## config.mk

```make
export PLATFORM = sky130hd
export DESIGN_NAME = ascii_decimal_number_parser_unit_flat
export DESIGN_NICKNAME = d
export VERILOG_FILES = /design/src/sv/adnp_pkg.sv /design/src/sv/adnp_char_if.sv /design/src/sv/adnp_result_if.sv /design/src/sv/adnp_cfg_if.sv /design/src/sv/ascii_decimal_number_parser_unit.sv /design/src/flat_wrapper.sv
export SDC_FILE = /design/constraint.sdc
export NUM_CORES = 1
export LEC_CHECK = 0
export ABC_AREA = 1
export BUFFER_PORTS_ARGS = -buffer_cell sky130_fd_sc_hd__buf_4
export CORE_MARGIN = 4
export CORE_UTILIZATION = 50
export CTS_CLUSTER_DIAMETER = 200
export DETAILED_ROUTE_END_ITERATION = 12
export PLACE_DENSITY_LB_ADDON = 0.2
export SLEW_MARGIN = 30
export SYNTH_ARGS = -nofsm -noshare
export SYNTH_HDL_FRONTEND = slang
export SYNTH_SLANG_ARGS = --single-unit
```

## constraint.sdc

```tcl
create_clock -name clk -period 4.56 [get_ports clk]
set_input_delay 1.14 -clock clk [delete_from_list [all_inputs] [get_ports clk]]
set_output_delay 1.14 -clock clk [all_outputs]
set_load 0.01 [all_outputs]
```

## src/sv/adnp_pkg.sv

```systemverilog
// ----------------------------------------------------------------------------
// adnp_pkg
// Shared types and constants of the ASCII decimal number parser: character
// codes, register indexes, the result word and the mantissa cap function.
// ----------------------------------------------------------------------------
package adnp_pkg;

  // Field widths
  localparam int unsigned CHAR_W  = 8;
  localparam int unsigned MANT_W  = 30;
  localparam int unsigned FRAC_W  = 4;
  localparam int unsigned INDEX_W = 8;
  localparam int unsigned REG_W   = 2;

  // Character codes
  localparam logic [CHAR_W-1:0] CHAR_MINUS = 8'h2D;
  localparam logic [CHAR_W-1:0] CHAR_PLUS  = 8'h2B;
  localparam logic [CHAR_W-1:0] CHAR_POINT = 8'h2E;
  localparam logic [CHAR_W-1:0] CHAR_ZERO  = 8'h30;
  localparam logic [CHAR_W-1:0] CHAR_NINE  = 8'h39;

  // Register reset values
  localparam logic [CHAR_W-1:0] FIRST_DELIM_RST  = 8'h3D;
  localparam logic [CHAR_W-1:0] SECOND_DELIM_RST = 8'h3E;
  localparam logic [CHAR_W-1:0] LINE_END_RST     = 8'h0D;

  // Register indexes
  localparam logic [REG_W-1:0] REG_FIRST_DELIM  = 2'd0;
  localparam logic [REG_W-1:0] REG_SECOND_DELIM = 2'd1;
  localparam logic [REG_W-1:0] REG_LINE_END     = 2'd2;

  // Largest fraction digit count
  localparam logic [FRAC_W-1:0] FRAC_MAX = 4'd15;

  // One result word
  typedef struct packed {
    logic               has_number;
    logic               negative;
    logic [MANT_W-1:0]  mantissa;
    logic [FRAC_W-1:0]  frac_digits;
    logic               overflow;
    logic [INDEX_W-1:0] value_index;
    logic               last;
  } adnp_result_t;

  // 10^digits - 1, digits clamped to 1..18, result clamped to the mantissa width
  function automatic logic [MANT_W-1:0] mant_cap(input int digits);
    logic [63:0] v;
    int          d;
    v = 64'd1;
    d = digits;
    if (d < 1) d = 1;
    if (d > 18) d = 18;
    for (int k = 0; k < 18; k++) begin
      if (k < d) v = v * 64'd10;
    end
    v = v - 64'd1;
    if (v > {{(64-MANT_W){1'b0}}, {MANT_W{1'b1}}}) v = {{(64-MANT_W){1'b0}}, {MANT_W{1'b1}}};
    return v[MANT_W-1:0];
  endfunction

endpackage

```

## src/sv/adnp_char_if.sv

```systemverilog
// ----------------------------------------------------------------------------
// adnp_char_if
// Character channel: one received ASCII character per word.
// ----------------------------------------------------------------------------
interface adnp_char_if;
  logic                           valid;
  logic                           ready;
  logic [adnp_pkg::CHAR_W-1:0]    char_in;

  modport source (output valid, output char_in, input ready);
  modport sink   (input valid, input char_in, output ready);
endinterface

```

## src/sv/adnp_result_if.sv

```systemverilog
// ----------------------------------------------------------------------------
// adnp_result_if
// Result channel: one parsed number, or a bare line end, per word.
// ----------------------------------------------------------------------------
interface adnp_result_if;
  logic                           valid;
  logic                           ready;
  logic                           has_number;
  logic                           negative;
  logic [adnp_pkg::MANT_W-1:0]    mantissa;
  logic [adnp_pkg::FRAC_W-1:0]    frac_digits;
  logic                           overflow;
  logic [adnp_pkg::INDEX_W-1:0]   value_index;
  logic                           last;

  modport source (output valid, output has_number, output negative, output mantissa,
                  output frac_digits, output overflow, output value_index,
                  output last, input ready);
  modport sink   (input valid, input has_number, input negative, input mantissa,
                  input frac_digits, input overflow, input value_index,
                  input last, output ready);
endinterface

```

## src/sv/adnp_cfg_if.sv

```systemverilog
// ----------------------------------------------------------------------------
// adnp_cfg_if
// Configuration write channel: register index and write data per word.
// ----------------------------------------------------------------------------
interface adnp_cfg_if;
  logic                           valid;
  logic                           ready;
  logic [adnp_pkg::REG_W-1:0]     index;
  logic [adnp_pkg::CHAR_W-1:0]    data;

  modport source (output valid, output index, output data, input ready);
  modport sink   (input valid, input index, input data, output ready);
endinterface

```

## src/sv/ascii_decimal_number_parser_unit.sv

```systemverilog
// ----------------------------------------------------------------------------
// ascii_decimal_number_parser_unit
// Character-stream decimal number parser with configurable delimiters.
// ----------------------------------------------------------------------------
// Takes one character per cycle and sustains that rate while results are
// taken. A character passes an input register, then the parse step (compare
// against the delimiters and specials, multiply-by-ten-and-add on the 30-bit
// mantissa with a cap check) writes the parser state and, where a number
// closes, the result register. A result held back by the sink stalls the
// parse step; one more character waits in the input register before
// chars.ready drops. Configuration writes are taken at any time, one per
// cycle.
module ascii_decimal_number_parser_unit #(
  parameter int MAX_DIGITS = 9
) (
  input  logic                  clk,
  input  logic                  rst,
  adnp_char_if.sink             chars,
  adnp_result_if.source         results,
  adnp_cfg_if.sink              cfg
);

  localparam logic [adnp_pkg::MANT_W-1:0] CAP = adnp_pkg::mant_cap(MAX_DIGITS);

  // Parse mode codes
  localparam logic MODE_SEEK = 1'b0;
  localparam logic MODE_LINE = 1'b1;

  // Configuration registers
  logic [adnp_pkg::CHAR_W-1:0] first_delim;
  logic [adnp_pkg::CHAR_W-1:0] second_delim;
  logic [adnp_pkg::CHAR_W-1:0] line_end;

  // Input register
  logic                        char_valid;
  logic [adnp_pkg::CHAR_W-1:0] char_q;

  // Parser state
  logic                         mode, mode_next;
  logic [adnp_pkg::MANT_W-1:0]  acc_mant, acc_mant_next;
  logic [adnp_pkg::FRAC_W-1:0]  acc_frac, acc_frac_next;
  logic                         acc_neg, acc_neg_next;
  logic                         point_seen, point_seen_next;
  logic                         pending, pending_next;
  logic                         acc_ovf, acc_ovf_next;
  logic [adnp_pkg::INDEX_W-1:0] line_index, line_index_next;

  // Result register
  logic                   out_valid;
  adnp_pkg::adnp_result_t out_q;

  // Parse step controls
  logic stage_fire;
  logic emit, emit_has;
  logic emit_last;

  // Digit path
  logic                          char_is_num;
  logic [3:0]                    digit;
  logic [adnp_pkg::MANT_W-1:0]   base_mant;
  logic [adnp_pkg::FRAC_W-1:0]   base_frac;
  logic                          base_ovf, base_point;
  logic [adnp_pkg::MANT_W+3:0]   prod;
  logic [adnp_pkg::MANT_W-1:0]   dig_mant;
  logic [adnp_pkg::FRAC_W-1:0]   dig_frac;
  logic                          dig_ovf;
  logic [adnp_pkg::INDEX_W-1:0]  index_inc;

  // Handshakes
  assign stage_fire    = char_valid && (!out_valid || results.ready);
  assign chars.ready   = !char_valid || stage_fire;
  assign cfg.ready     = 1'b1;

  // Configuration writes; indexes past the list are dropped
  always_ff @(posedge clk) begin
    if (rst) begin
      first_delim  <= adnp_pkg::FIRST_DELIM_RST;
      second_delim <= adnp_pkg::SECOND_DELIM_RST;
      line_end     <= adnp_pkg::LINE_END_RST;
    end else if (cfg.valid) begin
      unique case (cfg.index)
        adnp_pkg::REG_FIRST_DELIM:  first_delim  <= cfg.data;
        adnp_pkg::REG_SECOND_DELIM: second_delim <= cfg.data;
        adnp_pkg::REG_LINE_END:     line_end     <= cfg.data;
        default: ;
      endcase
    end
  end

  // Input register
  always_ff @(posedge clk) begin
    if (rst) begin
      char_valid <= 1'b0;
    end else if (chars.ready) begin
      char_valid <= chars.valid;
    end
  end

  always_ff @(posedge clk) begin
    if (chars.valid && chars.ready) begin
      char_q <= chars.char_in;
    end
  end

  // Digit accumulate: start from a cleared number when none is pending
  assign char_is_num = (char_q >= adnp_pkg::CHAR_ZERO) && (char_q <= adnp_pkg::CHAR_NINE);
  assign digit      = 4'(char_q - adnp_pkg::CHAR_ZERO);
  assign base_mant  = pending ? acc_mant : '0;
  assign base_frac  = pending ? acc_frac : '0;
  assign base_ovf   = pending && acc_ovf;
  assign base_point = pending && point_seen;
  assign prod       = {1'b0, base_mant, 3'b000} + {3'b000, base_mant, 1'b0}
                    + {{adnp_pkg::MANT_W{1'b0}}, digit};

  always_comb begin
    dig_mant = base_mant;
    dig_frac = base_frac;
    dig_ovf  = base_ovf;
    if (!base_ovf) begin
      if (base_point && base_frac == adnp_pkg::FRAC_MAX) begin
        dig_ovf = 1'b1;
      end else if (prod > {4'b0000, CAP}) begin
        dig_mant = CAP;
        dig_ovf  = 1'b1;
      end else begin
        dig_mant = prod[adnp_pkg::MANT_W-1:0];
        if (base_point) dig_frac = base_frac + 4'd1;
      end
    end
  end

  // Saturating count of numbers in the line
  assign index_inc = (line_index == {adnp_pkg::INDEX_W{1'b1}}) ? line_index
                                                               : line_index + 8'd1;

  // Parse step
  always_comb begin
    mode_next       = mode;
    acc_mant_next   = acc_mant;
    acc_frac_next   = acc_frac;
    acc_neg_next    = acc_neg;
    point_seen_next = point_seen;
    pending_next    = pending;
    acc_ovf_next    = acc_ovf;
    line_index_next = line_index;
    emit            = 1'b0;
    emit_has        = 1'b0;
    emit_last       = 1'b0;

    if (mode == MODE_SEEK) begin
      if (char_q == first_delim || char_q == second_delim) begin
        mode_next       = MODE_LINE;
        acc_mant_next   = '0;
        acc_frac_next   = '0;
        acc_neg_next    = 1'b0;
        point_seen_next = 1'b0;
        pending_next    = 1'b0;
        acc_ovf_next    = 1'b0;
        line_index_next = '0;
      end
    end else begin
      priority if (char_q == line_end) begin
        emit            = 1'b1;
        emit_has        = pending;
        emit_last       = 1'b1;
        mode_next       = MODE_SEEK;
        acc_mant_next   = '0;
        acc_frac_next   = '0;
        acc_neg_next    = 1'b0;
        point_seen_next = 1'b0;
        pending_next    = 1'b0;
        acc_ovf_next    = 1'b0;
        line_index_next = '0;
      end else if (char_q == adnp_pkg::CHAR_MINUS || char_q == adnp_pkg::CHAR_PLUS) begin
        // sign closes any pending number and opens a new one
        emit            = pending;
        emit_has        = pending;
        line_index_next = pending ? index_inc : line_index;
        acc_mant_next   = '0;
        acc_frac_next   = '0;
        acc_neg_next    = (char_q == adnp_pkg::CHAR_MINUS);
        point_seen_next = 1'b0;
        pending_next    = 1'b1;
        acc_ovf_next    = 1'b0;
      end else if (char_is_num) begin
        pending_next    = 1'b1;
        acc_neg_next    = pending && acc_neg;
        point_seen_next = base_point;
        acc_mant_next   = dig_mant;
        acc_frac_next   = dig_frac;
        acc_ovf_next    = dig_ovf;
      end else if (char_q == adnp_pkg::CHAR_POINT) begin
        if (pending && !point_seen) begin
          point_seen_next = 1'b1;
        end else begin
          // lone or second point: close any number, reopen with point seen
          emit            = pending;
          emit_has        = pending;
          line_index_next = pending ? index_inc : line_index;
          acc_mant_next   = '0;
          acc_frac_next   = '0;
          acc_neg_next    = 1'b0;
          point_seen_next = 1'b1;
          pending_next    = 1'b1;
          acc_ovf_next    = 1'b0;
        end
      end else begin
        // separator
        emit            = pending;
        emit_has        = pending;
        line_index_next = pending ? index_inc : line_index;
        acc_mant_next   = '0;
        acc_frac_next   = '0;
        acc_neg_next    = 1'b0;
        point_seen_next = 1'b0;
        pending_next    = 1'b0;
        acc_ovf_next    = 1'b0;
      end
    end
  end

  // Parser state registers
  always_ff @(posedge clk) begin
    if (rst) begin
      mode       <= MODE_SEEK;
      acc_mant   <= '0;
      acc_frac   <= '0;
      acc_neg    <= 1'b0;
      point_seen <= 1'b0;
      pending    <= 1'b0;
      acc_ovf    <= 1'b0;
      line_index <= '0;
    end else if (stage_fire) begin
      mode       <= mode_next;
      acc_mant   <= acc_mant_next;
      acc_frac   <= acc_frac_next;
      acc_neg    <= acc_neg_next;
      point_seen <= point_seen_next;
      pending    <= pending_next;
      acc_ovf    <= acc_ovf_next;
      line_index <= line_index_next;
    end
  end

  // Result register
  always_ff @(posedge clk) begin
    if (rst) begin
      out_valid <= 1'b0;
    end else if (stage_fire) begin
      out_valid <= emit;
    end else if (results.ready) begin
      out_valid <= 1'b0;
    end
  end

  always_ff @(posedge clk) begin
    if (stage_fire && emit) begin
      out_q.has_number  <= emit_has;
      out_q.negative    <= emit_has && acc_neg;
      out_q.mantissa    <= emit_has ? acc_mant : '0;
      out_q.frac_digits <= emit_has ? acc_frac : '0;
      out_q.overflow    <= emit_has && acc_ovf;
      out_q.value_index <= line_index;
      out_q.last        <= emit_last;
    end
  end

  assign results.valid       = out_valid;
  assign results.has_number  = out_q.has_number;
  assign results.negative    = out_q.negative;
  assign results.mantissa    = out_q.mantissa;
  assign results.frac_digits = out_q.frac_digits;
  assign results.overflow    = out_q.overflow;
  assign results.value_index = out_q.value_index;
  assign results.last        = out_q.last;

`ifndef ASSERT_OFF
  // a bare line end carries nothing but its index and the last flag
  a_bare_line_end: assert property (@(posedge clk) disable iff (rst)
    (results.valid && !results.has_number) |->
      (results.last && results.mantissa == '0 && results.frac_digits == '0
       && !results.negative && !results.overflow))
    else $error("bare line end carries number fields");

  // mantissa never above the cap
  a_mant_cap: assert property (@(posedge clk) disable iff (rst)
    acc_mant <= CAP)
    else $error("accumulated mantissa above cap");

  // fraction digits only after a point
  a_frac_point: assert property (@(posedge clk) disable iff (rst)
    (acc_frac != '0) |-> point_seen)
    else $error("fraction digits without a point");

  // no number held while seeking a delimiter
  a_seek_idle: assert property (@(posedge clk) disable iff (rst)
    (mode == MODE_SEEK) |-> !pending)
    else $error("number pending while seeking");

  // a stalled parse step keeps its character
  a_stall_hold: assert property (@(posedge clk) disable iff (rst)
    (char_valid && !stage_fire) |=> (char_valid && $stable(char_q)))
    else $error("input register lost a stalled character");
`endif

endmodule
```

## src/flat_wrapper.sv

```systemverilog
// flat-port wrapper written by rule: the top's interface ports become plain ports
module ascii_decimal_number_parser_unit_flat 
#(
  parameter int MAX_DIGITS = 9
)
  (clk, rst, chars_valid, chars_char_in, chars_ready, results_valid, results_has_number, results_negative, results_mantissa, results_frac_digits, results_overflow, results_value_index, results_last, results_ready, cfg_valid, cfg_index, cfg_data, cfg_ready);
  adnp_char_if chars_i ();
  adnp_result_if results_i ();
  adnp_cfg_if cfg_i ();
  input  logic clk;
  input  logic rst;
  input wire logic [$bits(chars_i.valid)-1:0] chars_valid;
  input wire logic [$bits(chars_i.char_in)-1:0] chars_char_in;
  output wire logic [$bits(chars_i.ready)-1:0] chars_ready;
  output wire logic [$bits(results_i.valid)-1:0] results_valid;
  output wire logic [$bits(results_i.has_number)-1:0] results_has_number;
  output wire logic [$bits(results_i.negative)-1:0] results_negative;
  output wire logic [$bits(results_i.mantissa)-1:0] results_mantissa;
  output wire logic [$bits(results_i.frac_digits)-1:0] results_frac_digits;
  output wire logic [$bits(results_i.overflow)-1:0] results_overflow;
  output wire logic [$bits(results_i.value_index)-1:0] results_value_index;
  output wire logic [$bits(results_i.last)-1:0] results_last;
  input wire logic [$bits(results_i.ready)-1:0] results_ready;
  input wire logic [$bits(cfg_i.valid)-1:0] cfg_valid;
  input wire logic [$bits(cfg_i.index)-1:0] cfg_index;
  input wire logic [$bits(cfg_i.data)-1:0] cfg_data;
  output wire logic [$bits(cfg_i.ready)-1:0] cfg_ready;
  assign chars_i.valid = chars_valid;
  assign chars_i.char_in = chars_char_in;
  assign chars_ready = chars_i.ready;
  assign results_valid = results_i.valid;
  assign results_has_number = results_i.has_number;
  assign results_negative = results_i.negative;
  assign results_mantissa = results_i.mantissa;
  assign results_frac_digits = results_i.frac_digits;
  assign results_overflow = results_i.overflow;
  assign results_value_index = results_i.value_index;
  assign results_last = results_i.last;
  assign results_i.ready = results_ready;
  assign cfg_i.valid = cfg_valid;
  assign cfg_i.index = cfg_index;
  assign cfg_i.data = cfg_data;
  assign cfg_ready = cfg_i.ready;
  ascii_decimal_number_parser_unit #(.MAX_DIGITS(MAX_DIGITS)) u_core (.clk(clk), .rst(rst), .chars(chars_i), .results(results_i), .cfg(cfg_i));
endmodule
```

* After elaboration in Yosys (flattened, before gate mapping)
Index checks and enable logic that the tools add are counted.
Storage, ports and cells: register bits after elaboration 127, output and inout port bits 49
Cells by class: add/sub/neg operators 5, $lt $le $gt $ge 3, equal/unequal tests 13, muxes and demuxes 71, reductions and logical operators 27
Operator list (count):
- $mux 30 | 11
- $mux 8 | 9
- $mux 4 | 12
- $mux 1 | 39
- $add 33x31->34 | 1
- $add 34x4->34 | 1
- $gt 34x30->1 const B | 1
- $eq 8x6->1 const B | 3
- $eq 8x8->1 | 3
- $logic_and 1x1->1 | 11
- $add 8x1->8 const B | 1
- $eq 8x8->1 const B | 1
- $ge 8x6->1 const B | 1
- $le 8x6->1 const B | 1
- $reduce_and 2->1 | 4
- $ne 6x6->1 const B | 1
- $ne 5x5->1 const B | 1
- $add 4x1->4 const B | 1
- $eq 4x4->1 const B | 1
- $logic_or 1x1->1 | 4
- $ne 4x4->1 const B | 1
- $reduce_and 4->1 | 1
- $reduce_bool 2->1 | 2
- $sub 4x1->4 const B | 1
- other kinds (5) | 7

* Longest topological paths before layout
Gate-level depths: netlist of run 1.
depth in word-level cells 11, depth in mapped cells 30

* Worst setup path after synthesis of run 1
No wires, ideal clock.
path kind reg-to-reg, start point register u_core.char_q[6] (netlist name), end point register, netlist name u_core.results.frac_digits[0], arrival time 3689 ps, required time 4093 ps, path slack 404 ps, stages on the path, launching flop included 10, buffers on the path 0, path through edfxtp_1 -> nor3_1 -> nand2_1 -> nor4_1 -> nor2_1 -> inv_1 -> nor2_1 -> o21ai_0 -> nand2_1 -> a21oi_1
Between the ends: longest elaborated chain between the ends 7, elaborated cells on any way between the ends 14, classes of those cells 2 x order compare; 4 x eq/ne; 5 x mux; 3 x reduce/logical
RTL lines:
- from (decl) | line ascii_decimal_number_parser_unit.sv:36 | logic [adnp_pkg::CHAR_W-1:0] char_q;
- from (signal assigned) | line ascii_decimal_number_parser_unit.sv:101 | char_q <= chars.char_in;
- $ge 8x6->1, or another cell as far along | line ascii_decimal_number_parser_unit.sv:106 | assign char_is_num = (char_q >= adnp_pkg::CHAR_ZERO) && (char_q <= adnp_pkg::CHAR_NINE);
- $logic_and 1x1->1 or $mux 1 (tied branches) | line ascii_decimal_number_parser_unit.sv:106, ascii_decimal_number_parser_unit.sv:192
- $mux 1 | line ascii_decimal_number_parser_unit.sv:185 | end else if (char_is_num) begin
- $mux 1 | line ascii_decimal_number_parser_unit.sv:174 | end else if (char_q == adnp_pkg::CHAR_MINUS || char_q == adnp_pkg::CHAR_PLUS) begin
- $mux 1 * | line ascii_decimal_number_parser_unit.sv:162 | priority if (char_q == line_end) begin
- $mux 1 * | line ascii_decimal_number_parser_unit.sv:150 | if (mode == MODE_SEEK) begin
- $logic_and 1x1->1 * | line ascii_decimal_number_parser_unit.sv:257 | if (stage_fire && emit) begin
Every way passes the cells marked *; elsewhere a longest branch is shown, timed or not. A chain may end at the register's enable or synchronous reset.

* Worst setup path after layout of run 1
start point register u_core.pending, end point register u_core.acc_frac[2] (netlist name)
Between the ends: longest elaborated chain between the ends 11, elaborated cells on any way between the ends 21, classes of those cells 3 x add/sub; 1 x order compare; 2 x eq/ne; 10 x mux; 5 x reduce/logical
RTL lines:
- from (decl) | line ascii_decimal_number_parser_unit.sv:44 | logic pending, pending_next;
- from (signal assigned) | line ascii_decimal_number_parser_unit.sv:239 | pending <= pending_next;
- $mux 30 | line ascii_decimal_number_parser_unit.sv:108 | assign base_mant = pending ? acc_mant : '0;
- $add 33x31->34 | line ascii_decimal_number_parser_unit.sv:112 | assign prod = {1'b0, base_mant, 3'b000} + {3'b000, base_mant, 1'b0}
- $add 34x4->34 | line ascii_decimal_number_parser_unit.sv:113 | + {{adnp_pkg::MANT_W{1'b0}}, digit};
- $gt 34x30->1 | line ascii_decimal_number_parser_unit.sv:122 | end else if (prod > {4'b0000, CAP}) begin
- $mux 4 | line ascii_decimal_number_parser_unit.sv:122
- $mux 4 | line ascii_decimal_number_parser_unit.sv:120 | if (base_point && base_frac == adnp_pkg::FRAC_MAX) begin
- $mux 4 | line ascii_decimal_number_parser_unit.sv:119 | if (!base_ovf) begin
- $mux 4 | line ascii_decimal_number_parser_unit.sv:185
- $mux 4 | line ascii_decimal_number_parser_unit.sv:174
- $mux 4 | line ascii_decimal_number_parser_unit.sv:162
- $mux 4 | line ascii_decimal_number_parser_unit.sv:150
- to (signal assigned) | line ascii_decimal_number_parser_unit.sv:236 | acc_frac <= acc_frac_next;
- to (decl) | line ascii_decimal_number_parser_unit.sv:41 | logic [adnp_pkg::FRAC_W-1:0] acc_frac, acc_frac_next;
Parallel ways exist; a longest one is shown, timed or not.

==> results.txt, run 1 <==
* Outcome: complete, no violations
- Sum of overflow across all layers after global routing: 0
- Slew Limit Headroom: 0.4459
- Total routed wirelength: 25730 um
- Counting the fill cells in the layout gives 1801.
* Area share of and/or/nand/nor cells after synthesis: 0.3708
- Clock latency on the worst-skew pair, taken at its later pin, is 0.41 ns.
* CTS tree: built
* Antenna cell count: 0
- The first detailed-routing pass ran for 7 iterations.
- The mapped netlist covers 9624 um2.
- # hold bufs at CTS: 0
* Nature of the critical path startpoint: register
- Yosys printed 0 warnings.
- The total count of hold-check failures in the final report was 0.
- Portion of netlist area occupied by mux cells: 0
- Number of cells upsized or downsized after cts: 0
* WP data required: 4.85 ns
* Routed via count: 9080
* Clock-pin slew reported for the worst setup and hold paths after clock tree synthesis: 0.06 ns
* Longest Clk Path Bufs: 2
- The floorplan has 50 rows.
* Hold Path Class: reg -> reg
- Post-route clock period utilization: 0.9294
* I/O pin total: 72
* Type of element capturing the critical path: register
- Clock tree synthesis inserted a total of 17 buffers.
- From bottom edge to top edge, the die measures 146.7 um.
- The floorplan step defined a die boundary enclosing 21530 um2.
* Fraction of the mapped netlist area in adder cells: 0.08138
* Register bit total from synthesis: 127
- The initial antenna violation count came to 0.
* Sinks on Clock Net: 127
- First-pass GRT wire length: 41770 um
* Post-DR wirelength/cell: 14.41 um
- For this configuration, the core starts out at a cell density of 0.5111.
- In the final layout, the multi-input gates occupy 5366 um2.
* Cell seen most often among critical-path stages: sky130_fd_sc_hd__nand2_1
* Biggest cell delay along the critical path: 0.49 ns
- Yosys cell types: 46
* Setup repair after global routing missed its margin: no
* Final RePlAce weighted congestion: 0.9413
* Global routing usage summed across all routing layers: 0.2363
- Vias in the first global route: 8280
- Kind of critical path: reg -> reg
* Min cycle time layout: 4.238 ns
- Setup violations remaining at the end of the flow were counted as 0.
- The number of nets in the synthesized netlist is 1536.
- Post-Route Setup TNS: 0 ns
- Number of input and output port buffers inserted: 70
- Worst-case hold slack: 0.4687 ns
- The number of setup buffers added after CTS is 0.
- Averaged over all synthesized cells, the footprint is 6.633 um2.
- The count of final max-slew check failures came to 0.
* Number of routed nets with antenna violations: 0
- The net count of the finished layout is 1597.
- Worst-case vdd ir drop: 0.0002664 V
- Entering global routing, the biggest net connects 43 pins.
- Layout cells sized above 1: 0.1528
- Placed wire-length estimate after detailed placement: 20060 um
- P per Cell Area: 247.1 nW/um2
* Iteration-0 DRC count of the detailed router: 850
- CP max FO: 34
* Post-synthesis xor/xnor area fraction: 0.02002
- The tree is rooted in a sky130_fd_sc_hd__clkbuf_16.
- The critical path goes through buf_4, nand2_1, inv_1, ha_1, ha_1, nand2_2, nor2_2, and2_1, and2_1, nand2_2, nand3_1, nand2_1, nor2_1, nand2_1, nor2_1, nand3_1, nand2_1, nand2_1, nand2_1, nand2_1, nand2_1, a21oi_1.
* Post-Route Skew: 0.009566 ns
- Sequential standard cell area: 3083 um2
- Synth-to-layout area growth: 14.20%
- The tool flagged a number of max-cap violations equal to 0.
- The slowest stage of the critical path is the sky130_fd_sc_hd__ha_1 cell.
* Actual transition at the worst max-transition pin: 0.8249 ns
- Of the synthesized area, sequential elements account for 0.3203.
- Number of cells produced by synthesis: 1451
- Via density per instance: 5.087
- Number of H-tree levels: 4
- Drt drc: 0
* Arrival time at the worst endpoint: 4.53 ns
* Total leakage power: 5.412 nW
- The complex-gate fraction of the synthesized area was 0.08216.
- Static timing analysis puts the maximum clock frequency at 236.0 MHz.
* Area inside the core boundary: 18830 um2
- Dominant combinational cell family by area after synthesis: simple AND/OR/NAND/NOR gates
- Chip width: 146.7 um
[worst paths after layout]
| path | startpoint | to | slack [ns] | depth (start not counted) |
|---|---|---|---|---|
| worst max-delay path | u_core.pending | u_core.acc_frac[2] | 0.32 | 22 |
| worst min register to register | u_core.line_end[4] | u_core.line_end[4] | 0.47 | 2 |
| worst max register to register | u_core.pending | u_core.acc_frac[2] | 0.32 | 22 |
| worst min-delay path | u_core.line_end[4] | u_core.line_end[4] | 0.47 | 2 |
[report_power, final]
| group | leakage, nW | switching, mW | internal [mW] | total (mW) |
|---|---|---|---|---|
| Sequential | 1.02 | 0.0184 | 1.20 | 1.21 |
| Combinational | 4.09 | 0.0584 | 0.0410 | 0.0995 |
| Clock | 0.301 | 0.513 | 0.890 | 1.40 |
[synth_stat cells, drive strengths merged]
cell | count | area share
a21oi | 88 | 0.055
ha | 61 | 0.079
nor2 | 140 | 0.065
or2 | 8 | 0.0052
conb | 1 | 0.00039
nor4 | 5 | 0.0039
xnor2 | 15 | 0.014
and2 | 8 | 0.0057
fa | 1 | 0.0021
o21ai | 35 | 0.022
nor3 | 10 | 0.0062
o21bai | 2 | 0.0016
xor2 | 7 | 0.0064
clkinv | 4 | 0.0016
a31oi | 2 | 0.0013
and3 | 1 | 0.00065
clkbuf | 17 | 0.0066
nand2 | 504 | 0.20
edfxtp | 54 | 0.17
or4 | 1 | 0.00078
o211ai | 2 | 0.0016
o41ai | 1 | 0.00091
nand3 | 76 | 0.046
nand4 | 47 | 0.032
buf | 19 | 0.013
inv | 267 | 0.10
dfxtp | 73 | 0.15
nand3b | 2 | 0.0016
[layout by cell type, fill, tap and decap left out, types with 17 or more instances in the layout]
master	instances
sky130_fd_sc_hd__nand2_1	481
sky130_fd_sc_hd__inv_1	254
sky130_fd_sc_hd__nor2_1	113
sky130_fd_sc_hd__buf_4	78
sky130_fd_sc_hd__dfxtp_1	73
sky130_fd_sc_hd__nand3_1	65
sky130_fd_sc_hd__a21oi_1	62
sky130_fd_sc_hd__ha_1	61
sky130_fd_sc_hd__edfxtp_1	54
sky130_fd_sc_hd__nand4_1	45
sky130_fd_sc_hd__o21ai_0	26
sky130_fd_sc_hd__a21oi_2	25
sky130_fd_sc_hd__nand2_2	21
sky130_fd_sc_hd__nor2_2	19
sky130_fd_sc_hd__clkbuf_16	17
[cell type report]
class	count	share of cell area
clock buffers	19	0.04121
clock inverters	13	0.01457
inverters	271	0.09256
multi-input cells	1017	0.4883
flip-flops and latches	127	0.2805
well taps	260	0.02960
repair buffers	78	0.05328
[critical path: cells and delay by family (launching register included)]
family | cells | cell delay, ns
AO/OA/AOI/OAI | 1 | 0.06
buffers and inverters | 2 | 0.54
AND/OR/NAND/NOR | 17 | 2.42
adder cells (fa/ha/maj) | 2 | 0.76
flip-flops | 1 | 0.33
[cells by family (layout without fill, tap and decap cells)]
kind of cell,after synthesis,after routing
fa+ha+maj,62,62
other cells,1,1
buf+inv,307,381
compound gates,130,130
xor+xnor,22,22
flops,127,127
simple gates,802,802
[registers in the layout, indices dropped and copies added, names as in the netlist, 8 cells and up]
register / cells
u_core.first_delim: 8
u_core.char_q: 8
u_core.results.value_index: 8
u_core.line_end: 8
u_core.acc_mant: 30
u_core.results.mantissa: 30
u_core.second_delim: 8
u_core.line_index: 8
[per-stage QoR]
stage	cell area (um2)	cells	total power [mW]	setup slack, ns	util
after floorplan	9624	1451	1.299	0.4041	-
after global placement	10360	1753	1.335	0.4442	0.5502
after detailed placement	10360	1753	1.337	0.4008	0.5502
after CTS	10970	1785	2.727	0.3654	0.5828
after global routing	10990	1785	2.800	0.0009965	0.5837
final	10990	1785	2.716	0.3220	0.5837
[routing by layer]
layer  wire length (um)  vias up  track usage
li1                   -     4668            -
met1              12020     4098       0.3283
met2              11610      267       0.3768
met3               1422       47      0.04287
met4                672        0      0.07008
met5                  0        -            0
Power figures use the tool's default switching activity.
==> inputs of run 2 (changes only) <==
--- a/config.mk
+++ b/config.mk
@@ -6,7 +6,7 @@
 export NUM_CORES = 1
 export LEC_CHECK = 0
 export ABC_AREA = 1
-export BUFFER_PORTS_ARGS = -buffer_cell sky130_fd_sc_hd__buf_4
+export BUFFER_PORTS_ARGS = -buffer_cell sky130_fd_sc_hd__buf_2
 export CORE_MARGIN = 4
 export CORE_UTILIZATION = 50
 export CTS_CLUSTER_DIAMETER = 200
==> run 2 against run 1 <==
  * Via count is 0.11% lower
  * Sequential cell count unchanged
  * Global-route usage shrank 0.085 points
  * Cell area fell by 1.4%
  * Clock-buffer cell count unchanged
  * Routed wire length fell by 1.1%
  * Clock power grew 7%
  * Sequential share of layout area up 0.39 points
  * Worst hold slack better by 0.0046 ns
  * Clock skew down 0.0036 ns
  * Die area is the same
  * Critical endpoint is now u_core.acc_mant[15]
  * Highest routed layer unchanged
==> results.txt, run 2 (same netlist as run 1, synthesis figures left out) <==
- The initial antenna violation count was 0 (unchanged).
- The worst hold path begins at u_core.line_end[0].
- The static leakage came to 5.329 nW (-1.5%).
- I/O pin total: 72 (unchanged)
- The total number of vias came to 9070 (-0.11%).
- The core utilization of the finished layout is 0.5755 (-0.008106).
* Slew Limit Headroom: 0.3881 (-0.05776)
- Number of routed nets with antenna violations: 0 (unchanged)
- The critical path is of the reg -> reg type.
- The worst supply voltage drop on vdd came to 0.0002812 V (+5.5%).
* Cell row count: 50 (unchanged)
* Net load switching power: 0.5923 mW (+0.47%)
- The global route total overflow was 0 (unchanged).
* Setup repair after global routing missed its margin: no
- Worst R2R Start: u_core.pending
* CP max FO: 17 (-50%)
- P per Cell Area: 259.4 nW/um2 (+5.0%)
- The part of the total power dissipated in combinational logic was 0.033 (-0.004).
- Sinks on Clock Net: 127 (unchanged)
- The transition time at the pin with the least slew margin was 0.9169 ns (+0.09200 ns).
* Drt drc: 0 (unchanged)
* Final RePlAce weighted congestion: 0.9465 (+0.55%)
* Top Registers: u_core.acc_mant x30, u_core.results.mantissa x30
- Outcome: complete, no violations
* Final worst slack: 0.3720 ns (+0.05002 ns)
- WP data required: 4.83 ns (-0.02 ns)
- The HPWL after detailed placement is 19870 um (-0.94%).
- Min cycle time layout: 4.188 ns (-0.05002 ns)
* Hold Path Class: reg -> reg
* Number of input and output port buffers inserted: 70 (unchanged)
- Clock power frac: 0.535 (+0.019)
- The global router's overall resource usage came to 0.2354 (-0.0008460).
- The final-report setup violation count is 0 (unchanged).
- The quantity of hold-fixing buffers added after cts came to 0 (unchanged).
* Final nets: 1597 (unchanged)
- The post-cts repair resize count is 0 (unchanged).
- Nature of the critical path startpoint: register
- The width of the chip is 146.7 um (unchanged).
- Final count of hold timing violations: 0 (unchanged)
- Hold Crit Depth: 2 (unchanged)
- CTS tree: built
- Post-Route Skew: 0.005924 ns (-0.003642 ns)
* Longest Clk Path Bufs: 2 (unchanged)
- Type of element capturing the critical path: register
- The latest clock arrival within the worst-skew pair was 0.41 ns (about the same).
- Post-Route Setup TNS: 0 ns (unchanged)
- Number of H-tree levels: 4 (unchanged)
- The timing-limited maximum frequency came to 238.8 MHz (+1.2%).
* DRT Pass-1 Iters: 5 (-2)
- The count of routing violations after the opening detailed-route iteration came to 703 (-17%).
- The count of final max-slew check failures came to 0 (unchanged).
* Area inside the core boundary: 18830 um2 (unchanged)
- Internal: 2.219 mW (+4.3%)
* Worst r2r path cells: 22 (unchanged)
- The via count of the first global-routing pass came to 8230 (-0.60%).
- The portion of total power attributed to sequential cells came to 0.432 (-0.015).
- The number of inserted filler cells in the final layout is 1814 (+0.72%).
* Arrival time at the worst endpoint: 4.46 ns (-0.07 ns)
* First-pass GRT wire length: 41500 um (-0.63%)
- DIE AREA: 21530 um2 (unchanged)
- Largest net degree at the start of global routing: 43 (unchanged)
- Post-DR wirelength/cell: 14.25 um (-1.1%)
- The clock slew at the register clock pins of the worst setup and hold paths is 0.06 ns (about the same).
- Number of buffers created by CTS: 17 (unchanged)
- Synth-to-layout area growth: 12.61%
- Leaving out fill and tap cells, the most frequent cells in the layout are sky130_fd_sc_hd__nand2_1 (481), sky130_fd_sc_hd__inv_1 (254), sky130_fd_sc_hd__nor2_1 (113), sky130_fd_sc_hd__dfxtp_1 (73), sky130_fd_sc_hd__buf_2 (70).
- The final critical-path share of the clock period came to 0.9184 (-0.01097).
- The switching portion of total power was 0.2107 (-0.006339).
- The total length of routed wires is 25450 um (-1.1%).
- The area taken by multi-input logic gates was 5350 um2 (-0.30%).
- Antenna cell count: 0 (unchanged)
* Setup bufs post-CTS: 0 (unchanged)
- The ratio of cells with drive above 1 in the final layout is 0.1508 (-0.001967).
- Effective utilization at floorplan: 0.5111 (unchanged)
- The post-detailed-route via-to-cell ratio is 5.081 (-0.11%).
* Most common cell after layout, fill and taps aside: sky130_fd_sc_hd__nand2_1
- MaxCap Viol Count: 0 (unchanged)
- Post-Place Worst Slack: 0.4406 ns (+0.03973 ns)
- The most critical setup path has its startpoint at u_core.pending.
- DIE HEIGHT: 146.7 um (unchanged)
- Sequential standard cell area: 3083 um2 (unchanged)
- Root cell of the clock tree: sky130_fd_sc_hd__clkbuf_16
-- run 2: changes by cell type in the layout (fill, tap and decap cells not counted), sizes merged --
| cell | before | now |
|---|---|---|
| clkinv | 11 | 8 |
| clkinvlp | 1 | 2 |
| bufinv | 3 | 5 |
-- run 2: layout make-up --
| cell class | count | share of cell area |
|---|---|---|
| well taps | 260 | 0.03002 |
| flip-flops and latches | 127 | 0.2845 |
| multi-input cells | 1017 | 0.4937 |
| clock buffers | 19 | 0.04087 |
| clock inverters | 13 | 0.01928 |
| repair buffers | 78 | 0.03787 |
| inverters | 271 | 0.09386 |
-- run 2: power by group through the flow --
stage | Sequential, mW | Combinational, mW | Clock [mW]
global route | 1.22 | 0.106 | 1.57
CTS | 1.21 | 0.0945 | 1.52
global placement | 1.24 | 0.0921 | 0
finish | 1.21 | 0.0937 | 1.50
detailed placement | 1.24 | 0.0933 | 0
floorplan | 1.23 | 0.0683 | 0
-- run 2: worst paths after layout --
| kind | endpoint | slack (ns) |
|---|---|---|
| worst max-delay path | u_core.acc_mant[15] | 0.37 |
| worst min-delay path | u_core.line_end[0] | 0.47 |
| worst max register to register | u_core.acc_mant[15] | 0.37 |
| worst min register to register | u_core.line_end[0] | 0.47 |
-- run 2: stage by stage --
| stage | instance area (um2) | std cells | hold WS [ns] | power, mW |
|---|---|---|---|---|
| after detailed placement | 10190 | 1753 | 0.4591 | 1.331 |
| after global routing | 10840 | 1785 | 0.4933 | 2.892 |
| final | 10840 | 1785 | 0.4732 | 2.811 |
| after CTS | 10840 | 1785 | 0.4740 | 2.829 |
| after floorplan | 9624 | 1451 | 0.4435 | 1.299 |
| after global placement | 10190 | 1753 | 0.4564 | 1.330 |
-- run 2: per-layer routing --
layer,GRT usage,part of all wire
met1,0.3295,0.46
met2,0.3694,0.44
met3,0.03886,0.064
met4,0.08231,0.030
met5,0,0
-- run 2: critical path: stages, from the launching register on --
cell                      delay (ns)
sky130_fd_sc_hd__dfxtp_1        0.32
sky130_fd_sc_hd__buf_4          0.20
sky130_fd_sc_hd__nand2_1        0.10
sky130_fd_sc_hd__inv_1          0.07
sky130_fd_sc_hd__ha_1           0.27
sky130_fd_sc_hd__ha_1           0.25
sky130_fd_sc_hd__inv_1          0.08
sky130_fd_sc_hd__fa_1           0.41
sky130_fd_sc_hd__inv_1          0.13
sky130_fd_sc_hd__nand3_1        0.08
sky130_fd_sc_hd__nand3_1        0.17
sky130_fd_sc_hd__nand2_1        0.10
sky130_fd_sc_hd__nand2_1        0.11
sky130_fd_sc_hd__nand2_1        0.06
sky130_fd_sc_hd__nand2_1        0.06
sky130_fd_sc_hd__xor2_1         0.43
sky130_fd_sc_hd__nor2_1         0.13
sky130_fd_sc_hd__nand3_2        0.11
sky130_fd_sc_hd__nor2_4         0.05
sky130_fd_sc_hd__nor2_4         0.28
sky130_fd_sc_hd__nand3_4        0.29
sky130_fd_sc_hd__o21ai_0        0.25
sky130_fd_sc_hd__a21oi_1        0.09
==> inputs of run 3 (changes only) <==
--- a/config.mk
+++ b/config.mk
@@ -12,6 +12,7 @@
 export CTS_CLUSTER_DIAMETER = 200
 export DETAILED_ROUTE_END_ITERATION = 12
 export PLACE_DENSITY_LB_ADDON = 0.2
+export REMOVE_ABC_BUFFERS = 1
 export SLEW_MARGIN = 30
 export SYNTH_ARGS = -nofsm -noshare
 export SYNTH_HDL_FRONTEND = slang
==> run 3 against run 2 <==
  * Via count decreased by 1.5%
  * Final cell count is 0.28% higher
  * Sequential cell count did not move
  * First-iteration DRC count is 0.28% higher
  * Sequential share of layout area hardly changed
  * Cell area is 0.13% higher
  * Power down 2.1%
  * Global-route usage decreased by 1.2 points
  * Combinational power is 5.1% higher
  * Largest cell class unchanged
  * Highest routed layer unchanged
==> results.txt, run 3 (same netlist as run 1, synthesis figures left out) <==
* Nature of the critical path startpoint: register
- Top Registers: u_core.acc_mant x30, u_core.results.mantissa x30
* Worst-case hold slack: 0.4704 ns (-0.002783 ns)
- The total number of nets in the final design is 1602 (+0.31%).
- Number of buffers created by CTS: 17 (unchanged)
- Sum of overflow across all layers after global routing: 0 (unchanged)
- The area taken by multi-input logic gates was 5355 um2 (about the same).
- I/O pin total: 72 (unchanged)
- Type of element capturing the critical path: register
- Actual transition at the worst max-transition pin: 0.8401 ns (-0.07677 ns)
- The number of buffers added on ports came to 70 (unchanged).
- The quantity of hold-fixing buffers added after cts was 0 (unchanged).
* Clock-pin slew reported for the worst setup and hold paths after clock tree synthesis: 0.06 ns (about the same)
- P per Cell Area: 253.7 nW/um2 (-2.2%)
* Min cycle time layout: 4.084 ns (-0.1041 ns)
* Drt drc: 0 (unchanged)
- Final Slew Violations: 0 (unchanged)
- Total chip power: 2.753 mW (-2.1%)
* Synth-to-layout area growth: 12.75%
- Number of routed nets with antenna violations: 0 (unchanged)
- The number of inserted filler cells in the final layout came to 1799 (-0.83%).
* WP data required: 4.84 ns (about the same)
- The final weighted congestion in routability-driven placement is 0.9667 (+2.1%).
- The worst hold path begins at u_core.line_end[4].
- Global routing usage summed across all routing layers: 0.2230 (-0.01242)
* Worst-Skew Late Latency: 0.43 ns (+0.02 ns)
* Worst-case vdd ir drop: 0.0002695 V (-4.2%)
* DIE HEIGHT: 146.7 um (unchanged)
- Dpl cells: 1755 (+0.11%)
- Post-Route Skew: 0.01294 ns (+0.007016 ns)
* Slew Limit Headroom: 0.4393 (+0.05122)
- Most common cell after layout, fill and taps aside: sky130_fd_sc_hd__nand2_1
* Longest Clk Path Bufs: 2 (unchanged)
* CP max FO: 28 (+11)
* Total leakage power: 5.351 nW (+0.41%)
- Capture point of the worst reg-to-reg path: u_core.acc_mant[20]
* Worst R2R Start: u_core.pending
* DRT Pass-1 Iters: 6 (+1)
- First-pass GRT wire length: 39360 um (-5.2%)
- Kind of critical path: reg -> reg
- In the layout the commonest cells are sky130_fd_sc_hd__nand2_1 (481), sky130_fd_sc_hd__inv_1 (254), sky130_fd_sc_hd__nor2_1 (113), sky130_fd_sc_hd__dfxtp_1 (73), sky130_fd_sc_hd__buf_2 (70).
- Post-DR wirelength/cell: 13.66 um (-4.1%)
- The reg-to-reg setup timing slack is 0.48 ns (+0.10 ns).
- Total routed wirelength: 24460 um (-3.9%)
- Antenna cell count: 0 (unchanged)
- Iteration-0 DRC count of the detailed router: 705 (+0.28%)
- The ratio of cells with drive above 1 in the final layout is 0.1549 (+0.004082).
* Worst-case hold path end point: u_core.line_end[4]
- The run finished with clean final reports.
- Arrival time at the worst endpoint: 4.36 ns (-0.10 ns)
* Number of H-tree levels: 4 (unchanged)
* Final non-filler cell total: 1790 (+0.28%)
* Root cell of the clock tree: sky130_fd_sc_hd__clkbuf_16
* Total of endpoints with negative setup slack in the final report: 0 (unchanged)
- Achievable Freq: 244.9 MHz (+2.5%)
- Routed via count: 8933 (-1.5%)
* CTS tree: built
- Hold Crit Depth: 2 (unchanged)
* Sequential standard cell area: 3083 um2 (unchanged)
* Chip width: 146.7 um (unchanged)
- Hold Path Class: reg -> reg
* Number of cells upsized or downsized after cts: 0 (unchanged)
- Via density per instance: 4.991 (-1.8%)
* Sinks on Clock Net: 127 (unchanged)
* Area inside the core boundary: 18830 um2 (unchanged)
- The total count of hold-check failures in the final report is 0 (unchanged).
* Effective utilization at floorplan: 0.5111 (unchanged)
- Vias in the first global route: 7940 (-3.5%)
* Number of antenna violations at the first check in global routing: 0 (unchanged)
* MaxCap Viol Count: 0 (unchanged)
* Cell row count: 50 (unchanged)
- The final critical-path share of the clock period came to 0.8956 (-0.02283).
- Setup repair after global routing missed its margin: no
- The full die area is 21530 um2 (unchanged).
* Largest net degree at the start of global routing: 48 (+12%)
- The depth of the worst register-to-register path was 24 (+9.1%).
- The HPWL after detailed placement was 19160 um (-3.6%).
run 3: changes by cell type in the layout (fill, tap and decap cells not counted), sizes merged:
cell      change
clkbuf        -1
buf           +5
clkinvlp      -2
inv           +6
bufinv        -2
clkinv        -1
run 3: per-layer routing:
metal	vias to the layer above	routed length, um	GRT usage
met4	0	287	0.05080
li1	4681	-	-
met2	243	10360	0.3328
met5	-	0	0
met1	3987	12470	0.3339
met3	22	1333	0.04287
run 3: worst max-delay path by stage:
stage	startpoint	endpoint	depth (start not counted)
floorplan	u_core.char_q[6]	u_core.results.frac_digits[0]	9
global placement	u_core.pending	u_core.acc_mant[0]	23
detailed placement	u_core.pending	u_core.acc_mant[0]	22
CTS	u_core.pending	u_core.acc_mant[0]	22
global route	u_core.pending	u_core.acc_mant[2]	23
finish	u_core.pending	u_core.acc_mant[20]	24
run 3: final cells by class:
class,count,area share
Timing Repair Buffer,83,0.04128
Multi-Input combinational cell,1017,0.4935
Inverter,271,0.09374
Tap cell,260,0.02998
Clock inverter,14,0.01787
Clock buffer,18,0.03955
Sequential cell,127,0.2841
run 3: critical path, cell delays in order, from the launching register on:
cell and delay [ns]:
sky130_fd_sc_hd__dfxtp_1 0.32, sky130_fd_sc_hd__buf_4 0.23, sky130_fd_sc_hd__nand2_1 0.13, sky130_fd_sc_hd__inv_1 0.07, sky130_fd_sc_hd__ha_1 0.27, sky130_fd_sc_hd__ha_1 0.26
sky130_fd_sc_hd__inv_1 0.08, sky130_fd_sc_hd__fa_1 0.40, sky130_fd_sc_hd__inv_1 0.13, sky130_fd_sc_hd__nand3_1 0.09, sky130_fd_sc_hd__nand3_1 0.16, sky130_fd_sc_hd__nand2_1 0.10
sky130_fd_sc_hd__nand2_1 0.12, sky130_fd_sc_hd__nand3_1 0.15, sky130_fd_sc_hd__nand4_1 0.12, sky130_fd_sc_hd__nand2_1 0.12, sky130_fd_sc_hd__nand2_1 0.09, sky130_fd_sc_hd__nor2_1 0.05
sky130_fd_sc_hd__nor2_2 0.11, sky130_fd_sc_hd__nand2_2 0.09, sky130_fd_sc_hd__nor2_4 0.30, sky130_fd_sc_hd__nand3_4 0.12, sky130_fd_sc_hd__buf_4 0.21, sky130_fd_sc_hd__o21ai_2 0.13
sky130_fd_sc_hd__a21oi_1 0.08
run 3: per-stage QoR:
stage | worst slack [ns] | instance area [um2] | util | TNS, ns
6_report | 0.4761 | 10850 | 0.5763 | 0
4_1_cts | 0.3840 | 10820 | 0.5748 | 0
3_5_place_dp | 0.3907 | 10200 | 0.5417 | 0
2_1_floorplan | -0.1729 | 9439 | - | -8.017
3_3_place_gp | 0.4739 | 10200 | 0.5417 | 0
5_1_grt | 0.08019 | 10850 | 0.5763 | 0
run 3: power by group:
group	internal, mW	switching (mW)	leakage [nW]
registers	1.20	0.0170	1.02
clock network	0.882	0.560	0.306
logic	0.0375	0.0609	4.02
total	2.11	0.638	5.35
run 3: timing repair:
item	CTS	global route
endpoints found under the setup margin	0	3
buffers inserted	0	3
endpoints found under the hold margin	0	0
